===== config.mk =====
export PLATFORM = sky130hd
export DESIGN_NAME = rv32i_instruction_execute_top
export DESIGN_NICKNAME = d
export VERILOG_FILES = /design/src/rvx_pkg.sv /design/src/rvx_regfile.sv /design/src/rvx_exec.sv /design/src/rv32i_instruction_execute_top.sv
export SDC_FILE = /design/constraint.sdc
export NUM_CORES = 2
export LEC_CHECK = 0
export BUFFER_PORTS_ARGS = -buffer_cell sky130_fd_sc_hd__buf_2
export CAP_MARGIN = 0
export CORE_ASPECT_RATIO = 2
export CORE_MARGIN = 3
export CORE_UTILIZATION = 47
export CTS_BUF_LIST = sky130_fd_sc_hd__clkbuf_4 sky130_fd_sc_hd__clkbuf_8 sky130_fd_sc_hd__clkbuf_16
export DETAILED_ROUTE_END_ITERATION = 10
export GPL_ROUTABILITY_DRIVEN = 1
export PLACE_DENSITY = 0.62
export SETUP_SLACK_MARGIN = 0.3
export SLEW_MARGIN = 20
export SYNTH_ARGS = -nofsm -noshare
export SYNTH_HDL_FRONTEND = slang
export SYNTH_SLANG_ARGS = --single-unit

===== constraint.sdc =====
create_clock -name clk -period 15.05 [get_ports clk]
set_input_delay 1.505 -clock clk [delete_from_list [all_inputs] [get_ports clk]]
set_output_delay 1.505 -clock clk [all_outputs]
set_load 0.01 [all_outputs]

===== src/rvx_pkg.sv =====
// shared types and constants for the rv32i execute block
package rvx_pkg;

  localparam int REG_COUNT = 32;
  localparam int REG_IDX_W = 5;

  localparam logic [6:0] OPC_MASK   = 7'h7F;
  localparam logic [6:0] OPC_OP     = 7'b0110011;
  localparam logic [6:0] OPC_OPIMM  = 7'b0010011;
  localparam logic [6:0] OPC_LOAD   = 7'b0000011;
  localparam logic [6:0] OPC_STORE  = 7'b0100011;
  localparam logic [6:0] OPC_BRANCH = 7'b1100011;
  localparam logic [6:0] OPC_JAL    = 7'b1101111;
  localparam logic [6:0] OPC_JALR   = 7'b1100111;
  localparam logic [6:0] OPC_LUI    = 7'b0110111;
  localparam logic [6:0] OPC_AUIPC  = 7'b0010111;
  localparam logic [6:0] OPC_SYSTEM = 7'b1110011;
  localparam logic [31:0] INSTR_EBREAK = 32'h0010_0073;
  localparam logic [6:0] F7_ZERO = 7'h00;
  localparam logic [6:0] F7_ALT  = 7'h20;

  localparam logic CMD_INSTR = 1'b0;
  localparam logic CMD_LDATA = 1'b1;

  localparam logic CFG_RESET_PC = 1'b0;
  localparam logic CFG_INIT_SP  = 1'b1;
  localparam logic [REG_IDX_W-1:0] SP_IDX = 5'd2;

  localparam logic [1:0] SIZE_BYTE = 2'd0;
  localparam logic [1:0] SIZE_HALF = 2'd1;
  localparam logic [1:0] SIZE_WORD = 2'd2;

  typedef struct packed {
    logic        cmd;
    logic [31:0] instr;
    logic [31:0] ldata;
  } item_t;

  typedef struct packed {
    logic [REG_IDX_W-1:0] rd;
    logic [1:0]           size;
    logic                 uns;
    logic                 valid;
  } ld_state_t;

  typedef struct packed {
    logic [31:0]          next_pc;
    logic                 mem_valid;
    logic                 mem_write;
    logic [31:0]          mem_addr;
    logic [1:0]           mem_size;
    logic [31:0]          mem_wdata;
    logic                 rd_write;
    logic [REG_IDX_W-1:0] rd_index;
    logic [31:0]          rd_value;
    logic                 halted;
    logic                 waiting_load;
  } result_t;

  function automatic logic [31:0] size_mask(input logic [1:0] size);
    case (size)
      SIZE_BYTE: size_mask = 32'h0000_00FF;
      SIZE_HALF: size_mask = 32'h0000_FFFF;
      default:   size_mask = 32'hFFFF_FFFF;
    endcase
  endfunction

endpackage


===== src/rvx_regfile.sv =====
// register file: two synchronous copies, valid bits and write forwarding
module rvx_regfile import rvx_pkg::*; (
  input  logic                 clk,
  input  logic                 rst_n,
  input  logic                 rd_en,
  input  logic [REG_IDX_W-1:0] ra1,
  input  logic [REG_IDX_W-1:0] ra2,
  input  logic                 we,
  input  logic [REG_IDX_W-1:0] wa,
  input  logic [31:0]          wd,
  output logic [31:0]          rs1v,
  output logic [31:0]          rs2v
);

  logic [31:0]          mem1 [REG_COUNT];
  logic [31:0]          mem2 [REG_COUNT];
  logic [REG_COUNT-1:0] valid_r;
  logic [31:0]          q1_r, q2_r, fv_r;
  logic                 v1_r, v2_r, f1_r, f2_r;

  always_ff @(posedge clk) begin
    if (we) begin
      mem1[wa] <= wd;
      mem2[wa] <= wd;
    end
    if (rd_en) begin
      q1_r <= mem1[ra1];
      q2_r <= mem2[ra2];
      fv_r <= wd;
    end
  end

  always_ff @(posedge clk) begin
    if (!rst_n) begin
      valid_r <= '0;
      v1_r <= 1'b0;
      v2_r <= 1'b0;
      f1_r <= 1'b0;
      f2_r <= 1'b0;
    end else begin
      if (we) valid_r[wa] <= 1'b1;
      if (rd_en) begin
        // indexes beyond the register count always read zero
        v1_r <= (32'(ra1) < REG_COUNT) && valid_r[ra1];
        v2_r <= (32'(ra2) < REG_COUNT) && valid_r[ra2];
        f1_r <= we && (wa == ra1);
        f2_r <= we && (wa == ra2);
      end
    end
  end

  // unwritten entries read zero, x0 is never written
  assign rs1v = f1_r ? fv_r : (v1_r ? q1_r : 32'h0);
  assign rs2v = f2_r ? fv_r : (v2_r ? q2_r : 32'h0);

endmodule


===== src/rvx_exec.sv =====
// decode and execute of one transaction
module rvx_exec import rvx_pkg::*; (
  input  item_t       item,
  input  logic [31:0] rs1v,
  input  logic [31:0] rs2v,
  input  logic [31:0] pc,
  input  ld_state_t   ld,
  input  logic        halt,
  output result_t     res,
  output ld_state_t   ld_nxt,
  output logic        halt_nxt,
  output logic        pc_we
);

  logic [6:0]  op, f7;
  logic [4:0]  rd;
  logic [2:0]  f3;
  logic [31:0] ir, immi, imms, immb, immj, immu, alu_b, alu_r, ldv, pc4;
  logic        has_res, take, alt, ok;

  always_comb begin
    ir   = item.instr;
    op   = ir[6:0] & OPC_MASK;
    rd   = ir[11:7];
    f3   = ir[14:12];
    f7   = ir[31:25];
    immi = {{20{ir[31]}}, ir[31:20]};
    imms = {{20{ir[31]}}, ir[31:25], ir[11:7]};
    immb = {{19{ir[31]}}, ir[31], ir[7], ir[30:25], ir[11:8], 1'b0};
    immj = {{11{ir[31]}}, ir[31], ir[19:12], ir[20], ir[30:21], 1'b0};
    immu = {ir[31:12], 12'h000};
    pc4  = pc + 32'd4;

    alu_b = (op == OPC_OP) ? rs2v : immi;
    alt   = (f7 == F7_ALT);
    case (f3)
      3'd0: alu_r = (alt && op == OPC_OP) ? rs1v - alu_b : rs1v + alu_b;
      3'd1: alu_r = rs1v << alu_b[4:0];
      3'd2: alu_r = {31'h0, $signed(rs1v) < $signed(alu_b)};
      3'd3: alu_r = {31'h0, rs1v < alu_b};
      3'd4: alu_r = rs1v ^ alu_b;
      3'd5: alu_r = alt ? 32'($signed(rs1v) >>> alu_b[4:0]) : rs1v >> alu_b[4:0];
      3'd6: alu_r = rs1v | alu_b;
      default: alu_r = rs1v & alu_b;
    endcase

    case (f3)
      3'd0: take = rs1v == rs2v;
      3'd1: take = rs1v != rs2v;
      3'd4: take = $signed(rs1v) < $signed(rs2v);
      3'd5: take = !($signed(rs1v) < $signed(rs2v));
      3'd6: take = rs1v < rs2v;
      3'd7: take = rs1v >= rs2v;
      default: take = 1'b0;
    endcase

    ldv = item.ldata & size_mask(ld.size);
    if (!ld.uns && ld.size == SIZE_BYTE) ldv = {{24{ldv[7]}}, ldv[7:0]};
    if (!ld.uns && ld.size == SIZE_HALF) ldv = {{16{ldv[15]}}, ldv[15:0]};

    res      = '0;
    res.next_pc = pc;
    ld_nxt   = ld;
    halt_nxt = halt;
    pc_we    = 1'b0;
    has_res  = 1'b0;
    ok       = 1'b0;

    if (item.cmd == CMD_LDATA) begin
      if (ld.valid) begin
        res.rd_index = ld.rd;
        res.rd_value = ldv;
        ok = 1'b1;
        ld_nxt.valid = 1'b0;
      end
    end else if (!ld.valid && !halt) begin
      pc_we = 1'b1;
      res.next_pc = pc4;
      res.rd_index = rd;
      unique case (op)
        OPC_OP: begin
          if (f7 == F7_ZERO || (alt && (f3 == 3'd0 || f3 == 3'd5))) begin
            has_res = 1'b1;
            res.rd_value = alu_r;
          end
        end
        OPC_OPIMM: begin
          if ((f3 == 3'd1 && f7 == F7_ZERO) ||
              (f3 == 3'd5 && (f7 == F7_ZERO || alt)) ||
              (f3 != 3'd1 && f3 != 3'd5)) begin
            has_res = 1'b1;
            res.rd_value = (f3 == 3'd5 || f3 == 3'd1 || !alt || f3 != 3'd5) ?
                           alu_r : alu_r;
          end
        end
        OPC_LOAD: begin
          if (f3 == 3'd0 || f3 == 3'd1 || f3 == 3'd2 || f3 == 3'd4 || f3 == 3'd5) begin
            res.mem_valid = 1'b1;
            res.mem_addr  = rs1v + immi;
            res.mem_size  = f3[1:0];
            ld_nxt.rd     = rd;
            ld_nxt.size   = f3[1:0];
            ld_nxt.uns    = f3[2];
            ld_nxt.valid  = 1'b1;
          end
        end
        OPC_STORE: begin
          if (f3 <= 3'd2) begin
            res.mem_valid = 1'b1;
            res.mem_write = 1'b1;
            res.mem_addr  = rs1v + imms;
            res.mem_size  = f3[1:0];
            res.mem_wdata = rs2v & size_mask(f3[1:0]);
          end
        end
        OPC_BRANCH: if (take) res.next_pc = pc + immb;
        OPC_JAL: begin
          has_res = 1'b1;
          res.rd_value = pc4;
          res.next_pc = pc + immj;
        end
        OPC_JALR: begin
          if (f3 == 3'd0) begin
            has_res = 1'b1;
            res.rd_value = pc4;
            res.next_pc = (rs1v + immi) & ~32'h1;
          end
        end
        OPC_LUI: begin
          has_res = 1'b1;
          res.rd_value = immu;
        end
        OPC_AUIPC: begin
          has_res = 1'b1;
          res.rd_value = pc + immu;
        end
        OPC_SYSTEM: if (ir == INSTR_EBREAK) halt_nxt = 1'b1;
        default: ;
      endcase
      ok = has_res;
    end

    res.rd_write = ok && (res.rd_index != '0) && (32'(res.rd_index) < REG_COUNT);
    if (!res.rd_write) begin
      res.rd_index = '0;
      res.rd_value = '0;
    end
    res.halted       = halt_nxt;
    res.waiting_load = ld_nxt.valid;
  end

endmodule


===== src/rv32i_instruction_execute_top.sv =====
// top level of the rv32i instruction execute block
//
// usage:
// - in channel: one transaction is an instruction word (in_cmd 0) or the
//   data word of a waiting load (in_cmd 1); out channel returns exactly one
//   result transaction for each input transaction, in order
// - cfg channel: index 0 writes reset_pc and loads the pc, index 1 writes
//   initial_stack_pointer and loads x2; cfg_ready is always high, write
//   only while the block is idle
// - pipeline: the accepting edge registers the transaction in the operand
//   stage and also reads the two register file copies (synchronous read);
//   the operand stage then executes, registers the result and writes rd back
// - throughput: one transaction per cycle while out_ready is high; a result
//   written back in the same cycle as the next read is forwarded to that read
// - reset: pc, pending load and halt flag clear, all registers read zero
//   through per-entry valid bits, so no clearing pass is needed
// - stall: while out_ready is low the result register holds, the operand
//   stage holds one more transaction, and then in_ready drops
module rv32i_instruction_execute_top import rvx_pkg::*; (
  input  logic        clk,
  input  logic        rst_n,
  input  logic        in_valid,
  output logic        in_ready,
  input  logic        in_cmd,
  input  logic [31:0] in_instr_word,
  input  logic [31:0] in_load_data,
  output logic        out_valid,
  input  logic        out_ready,
  output logic [31:0] out_next_pc,
  output logic        out_mem_valid,
  output logic        out_mem_write,
  output logic [31:0] out_mem_addr,
  output logic [1:0]  out_mem_size,
  output logic [31:0] out_mem_wdata,
  output logic        out_rd_write,
  output logic [4:0]  out_rd_index,
  output logic [31:0] out_rd_value,
  output logic        out_halted,
  output logic        out_waiting_load,
  input  logic        cfg_valid,
  output logic        cfg_ready,
  input  logic        cfg_index,
  input  logic [31:0] cfg_data
);

  item_t     s1_r;
  logic      s1_v_r, ov_r;
  result_t   out_r, res;
  logic [31:0] pc_r, rs1v, rs2v;
  ld_state_t ld_r, ld_nxt;
  logic      halt_r, halt_nxt, pc_we;
  logic      accept, advance, cfg_wr, sp_wr, rf_we;
  logic [REG_IDX_W-1:0] rf_wa;
  logic [31:0]          rf_wd;

  assign cfg_ready = 1'b1;
  assign cfg_wr    = cfg_valid && cfg_ready;
  assign sp_wr     = cfg_wr && cfg_index == CFG_INIT_SP;

  // operand stage moves on when the result register is free or drains
  assign advance  = s1_v_r && (!ov_r || out_ready);
  assign in_ready = !s1_v_r || advance;
  assign accept   = in_valid && in_ready;

  // single write port, config wins: the user keeps config writes of x2 only while idle; the block does not enforce it
  assign rf_we = sp_wr || (advance && res.rd_write);
  assign rf_wa = sp_wr ? SP_IDX : res.rd_index;
  assign rf_wd = sp_wr ? cfg_data : res.rd_value;

  rvx_regfile u_rf (
    .clk   (clk),
    .rst_n (rst_n),
    .rd_en (accept),
    .ra1   (in_instr_word[19:15]),
    .ra2   (in_instr_word[24:20]),
    .we    (rf_we),
    .wa    (rf_wa),
    .wd    (rf_wd),
    .rs1v  (rs1v),
    .rs2v  (rs2v)
  );

  rvx_exec u_exec (
    .item     (s1_r),
    .rs1v     (rs1v),
    .rs2v     (rs2v),
    .pc       (pc_r),
    .ld       (ld_r),
    .halt     (halt_r),
    .res      (res),
    .ld_nxt   (ld_nxt),
    .halt_nxt (halt_nxt),
    .pc_we    (pc_we)
  );

  // operand stage payload and result register
  always_ff @(posedge clk) begin
    if (accept) begin
      s1_r.cmd   <= in_cmd;
      s1_r.instr <= in_instr_word;
      s1_r.ldata <= in_load_data;
    end
    if (advance) out_r <= res;
  end

  always_ff @(posedge clk) begin
    if (!rst_n) begin
      s1_v_r <= 1'b0;
      ov_r   <= 1'b0;
      pc_r   <= '0;
      ld_r   <= '0;
      halt_r <= 1'b0;
    end else begin
      if (accept) s1_v_r <= 1'b1;
      else if (advance) s1_v_r <= 1'b0;
      if (advance) ov_r <= 1'b1;
      else if (out_ready) ov_r <= 1'b0;
      if (cfg_wr && cfg_index == CFG_RESET_PC) pc_r <= cfg_data;
      else if (advance && pc_we) pc_r <= res.next_pc;
      if (advance) begin
        ld_r   <= ld_nxt;
        halt_r <= halt_nxt;
      end
    end
  end

  assign out_valid        = ov_r;
  assign out_next_pc      = out_r.next_pc;
  assign out_mem_valid    = out_r.mem_valid;
  assign out_mem_write    = out_r.mem_write;
  assign out_mem_addr     = out_r.mem_addr;
  assign out_mem_size     = out_r.mem_size;
  assign out_mem_wdata    = out_r.mem_wdata;
  assign out_rd_write     = out_r.rd_write;
  assign out_rd_index     = out_r.rd_index;
  assign out_rd_value     = out_r.rd_value;
  assign out_halted       = out_r.halted;
  assign out_waiting_load = out_r.waiting_load;

  // x0 is never written back
  a_no_x0: assert property (@(posedge clk) disable iff (!rst_n)
    (advance && res.rd_write) |-> res.rd_index != '0)
    else $error("write to x0");

  // halt flag is sticky
  a_halt_sticky: assert property (@(posedge clk) disable iff (!rst_n)
    halt_r |=> halt_r)
    else $error("halt flag cleared");

  // an instruction while a load waits changes nothing
  a_wait_blocks: assert property (@(posedge clk) disable iff (!rst_n)
    (advance && ld_r.valid && s1_r.cmd == CMD_INSTR) |-> !res.rd_write && !pc_we)
    else $error("instruction executed during pending load");

endmodule

==> flow_summary.json <==
{
  "postCtsSetupBuffers": 0,
  "htree_levels": 4,
  "synth.top_cell.area_share": 0.489,
  "initial_core_util": 0.474,
  "port_buffers": 244,
  "hold_buffers": 0,
  "hold_path_class": "reg2reg",
  "clk_pin_slew_worst_paths_ns": 0.07,
  "cts_num_sinks": 1405,
  "die_h_um": 594,
  "ant_nets": 0,
  "critPathCaptureType": "flip-flop",
  "critPathLaunchType": "flip-flop",
  "reg2reg_depth": 18,
  "clock_latency_ns": 0.89,
  "die-area_sq_um": 178000,
  "drtIter0Drc": 9070,
  "synth_common_cells": "edfxtp_1 (1,325), mux4_2 (660), a21oi_1 (437)",
  "status": "finished with violations",
  "critical_path_class": "reg2reg",
  "grt_pass1_wl_um": 589000,
  "gr-total-overflow": 0,
  "clock.fmax_ghz": 0.129,
  "fin_nets": 6733,
  "areaGrowthSynthToFinish_pct": 12.6,
  "synth_cells": 6170,
  "yosys_warnings": 0,
  "cp_common_cell": "buf_4",
  "cp_slowest_cell": "o41ai_1",
  "finalSetupViolCount": 0,
  "grt_start_max_net_pins": 133,
  "critPathRequiredTime_ns": 15.60,
  "wl_per_cell_um": 49.3,
  "synth_edf_count": 1325,
  "antenna_found_initial": 95,
  "vias": 66700,
  "tritoncts": "done",
  "grt_pass1_vias": 65000,
  "grt_use_total": 0.498,
  "cp_cell_sequence": "and4bb_1 > a21boi_1 > buf_4 > nor2_4 > buf_4 > clkinv_1 > buf_4 > ha_1 > inv_1 > a21oi_1 > o21ba_2 > o41ai_1 > nor2b_1 > nor3_1 > o21ai_0 > nand3_1 > a221oi_1 > mux2_2",
  "via_per_inst": 7.54,
  "die_w_um": 300,
  "cts_buffer_depth": 4,
  "globalplace.congestion": 1.13,
  "firstDrtPassIters": 8,
  "post-route-period-util": 0.514,
  "place_ws_ns": 7.65,
  "whs_path_depth": 2,
  "synth_area_leaders": "edfxtp_1 (49%), mux4_2 (18%), ha_1 (3.4%), a21oi_1 (2.7%), o21ai_0 (2.5%)",
  "ys_types": 104,
  "slew_headroom": 0.00262,
  "max_stage_delay_ns": 0.83,
  "slew_viol_final": 0,
  "layout_min_cycle_time_ns": 7.74,
  "routed_wl_um": 436000,
  "arrival_ns": 8.30,
  "rows": 215,
  "synthFlopType": "edfxtp_1",
  "finalWorstSetupSlack_ns": 7.31,
  "dpl.hpwl_um": 304000,
  "clock-skew-final_ns": 0.0628,
  "netlist_area_sq_um": 81300,
  "seq_area_frac_synth": 0.509,
  "crit_path_max_fanout": 47,
  "synth.largest_area_cell": "edfxtp_1",
  "syn_area_per_cell_sq_um": 13.2,
  "postCtsResizedCells": 0,
  "grt_setup_unrepaired": "false",
  "worst_slew_pin_slew_ns": 1.49,
  "synth.most_common_cell": "edfxtp_1",
  "drcViolationCount": 0,
  "io_pins": 246,
  "ys_ff_latch": 1405,
  "numCtsBuffers": 138,
  "setup_tns_ns": 0,
  "synthArstFlopShare": 0,
  "finalHoldViolations": 0,
  "cts-root-buf": "clkbuf_16",
  "layout-drive-gt1-share": 0.256,
  "fp.coreArea_sq_um": 172000,
  "failed_checks": "max-capacitance violations",
  "peakVddDrop_v": 0.000128,
  "max_cap_viol_count": 1,
  "powerDensity_nw_per_um2": 104,
  "power_leakage_nw": 30.8
}
==> stage by stage <==
stage | hold WS, ns | util | instance area (sq um) | power, mW | cells
after floorplan | 0.443 | - | 81400 | 5.26 | 6201
after global placement | 0.457 | 0.502 | 86100 | 5.90 | 8513
after detailed placement | 0.469 | 0.502 | 86200 | 5.90 | 8516
after CTS | 0.478 | 0.528 | 90700 | 9.43 | 8747
after global routing | 0.504 | 0.533 | 91500 | 9.72 | 8787
final | 0.477 | 0.534 | 91600 | 9.57 | 8844
==> metal layers <==
layer	GRT usage	routed length [um]	vias to the layer above
met5	0.00192	307	-
met4	0.569	62100	46
met3	0.222	47800	2257
met2	0.752	203000	5479
met1	0.468	123000	33500
li1	-	-	25400
==> cell families after synthesis <==
| family | Yosys count | synth area share |
|---|---|---|
| muxes | 810 | 0.202 |
| and+or+nand+nor | 1279 | 0.0732 |
| AOI/OAI and AO/OA | 1698 | 0.135 |
| buffers and inverters | 604 | 0.0290 |
| xor gates and xnor gates | 148 | 0.0159 |
| other | 2 | 0.0000924 |
| DFF | 1405 | 0.509 |
| adders and majority gates | 224 | 0.0349 |
==> flip-flops by register name, indices dropped and copies added, names as in the netlist, 2 cells and up <==
| name | cells |
|---|---|
| u_rf.q2_r | 32 |
| out_mem_addr | 32 |
| u_rf.valid_r | 32 |
| u_rf.q1_r | 32 |
| u_rf.mem2 | 1024 |
| s1_r | 65 |
| ld_r | 9 |
| out_rd_value | 32 |
| out_mem_size | 2 |
| out_rd_index | 5 |
| pc_r | 32 |
| u_rf.fv_r | 32 |
| out_mem_wdata | 32 |
| out_next_pc | 32 |
==> cells in the final DEF (no fill, tap or decap), drive strengths merged, types with 21 or more instances in the layout <==
cell type	n
a22o	42
mux2i	71
ha	219
clkinv	47
xor2	58
nor2b	26
buf	520
nand4	48
o21bai	27
o22ai	43
nand3	135
nand2b	21
and2	28
inv	154
or3	29
nor2	390
clkbuf	163
a21boi	28
a22oi	71
o31ai	29
nand2	369
and3	40
xnor2	90
dfxtp	80
mux4	660
a2111oi	21
a21o	61
o21a	70
nor3	109
mux2	79
diode	69
a221oi	31
edfxtp	1325
conb	33
nor4	26
a21oi	439
a211oi	70
o211ai	88
a31oi	56
o21ai	433
==> final timing paths <==
check	from	endpoint	slack (ns)
min reg2reg	ld_r[7]$_SDFFE_PN0P_	ld_r[7]$_SDFFE_PN0P_	0.48
min	ld_r[7]$_SDFFE_PN0P_	ld_r[7]$_SDFFE_PN0P_	0.48
max reg2reg	s1_r[35]$_DFFE_PP_	u_rf.mem2[1][12]$_DFFE_PP_	7.31
max	s1_r[35]$_DFFE_PP_	u_rf.mem2[1][12]$_DFFE_PP_	7.31
==> report_power, final <==
| part | total [mW] | internal [mW] | leakage [nW] | switching (mW) |
|---|---|---|---|---|
| combinational | 1.57 | 0.490 | 15.7 | 1.08 |
| clock | 3.60 | 2.01 | 2.22 | 1.60 |
| sequential | 4.39 | 4.33 | 12.9 | 0.0681 |
| total | 9.57 | 6.82 | 30.8 | 2.74 |
==> cell type report <==
cell class	count	area [sq um]
fill	14400	80000
clock inverter	69	732
multi-input combinational	4192	38600
sequential	1405	41400
tap	2278	2850
timing repair buffer	521	3600
inverter	148	561
clock buffer	162	3730
antenna	69	173
==> critical path, delay by kind of cell (launching register included) <==
family          cells  cell delay (ns)
compound gates      6             2.29
simple gates        5             1.86
buf+inv             5             1.34
mux                 1             0.78
flops               1             0.57
fa+ha+maj           1             0.45
No activity file was read; power rests on OpenSTA's default activity.
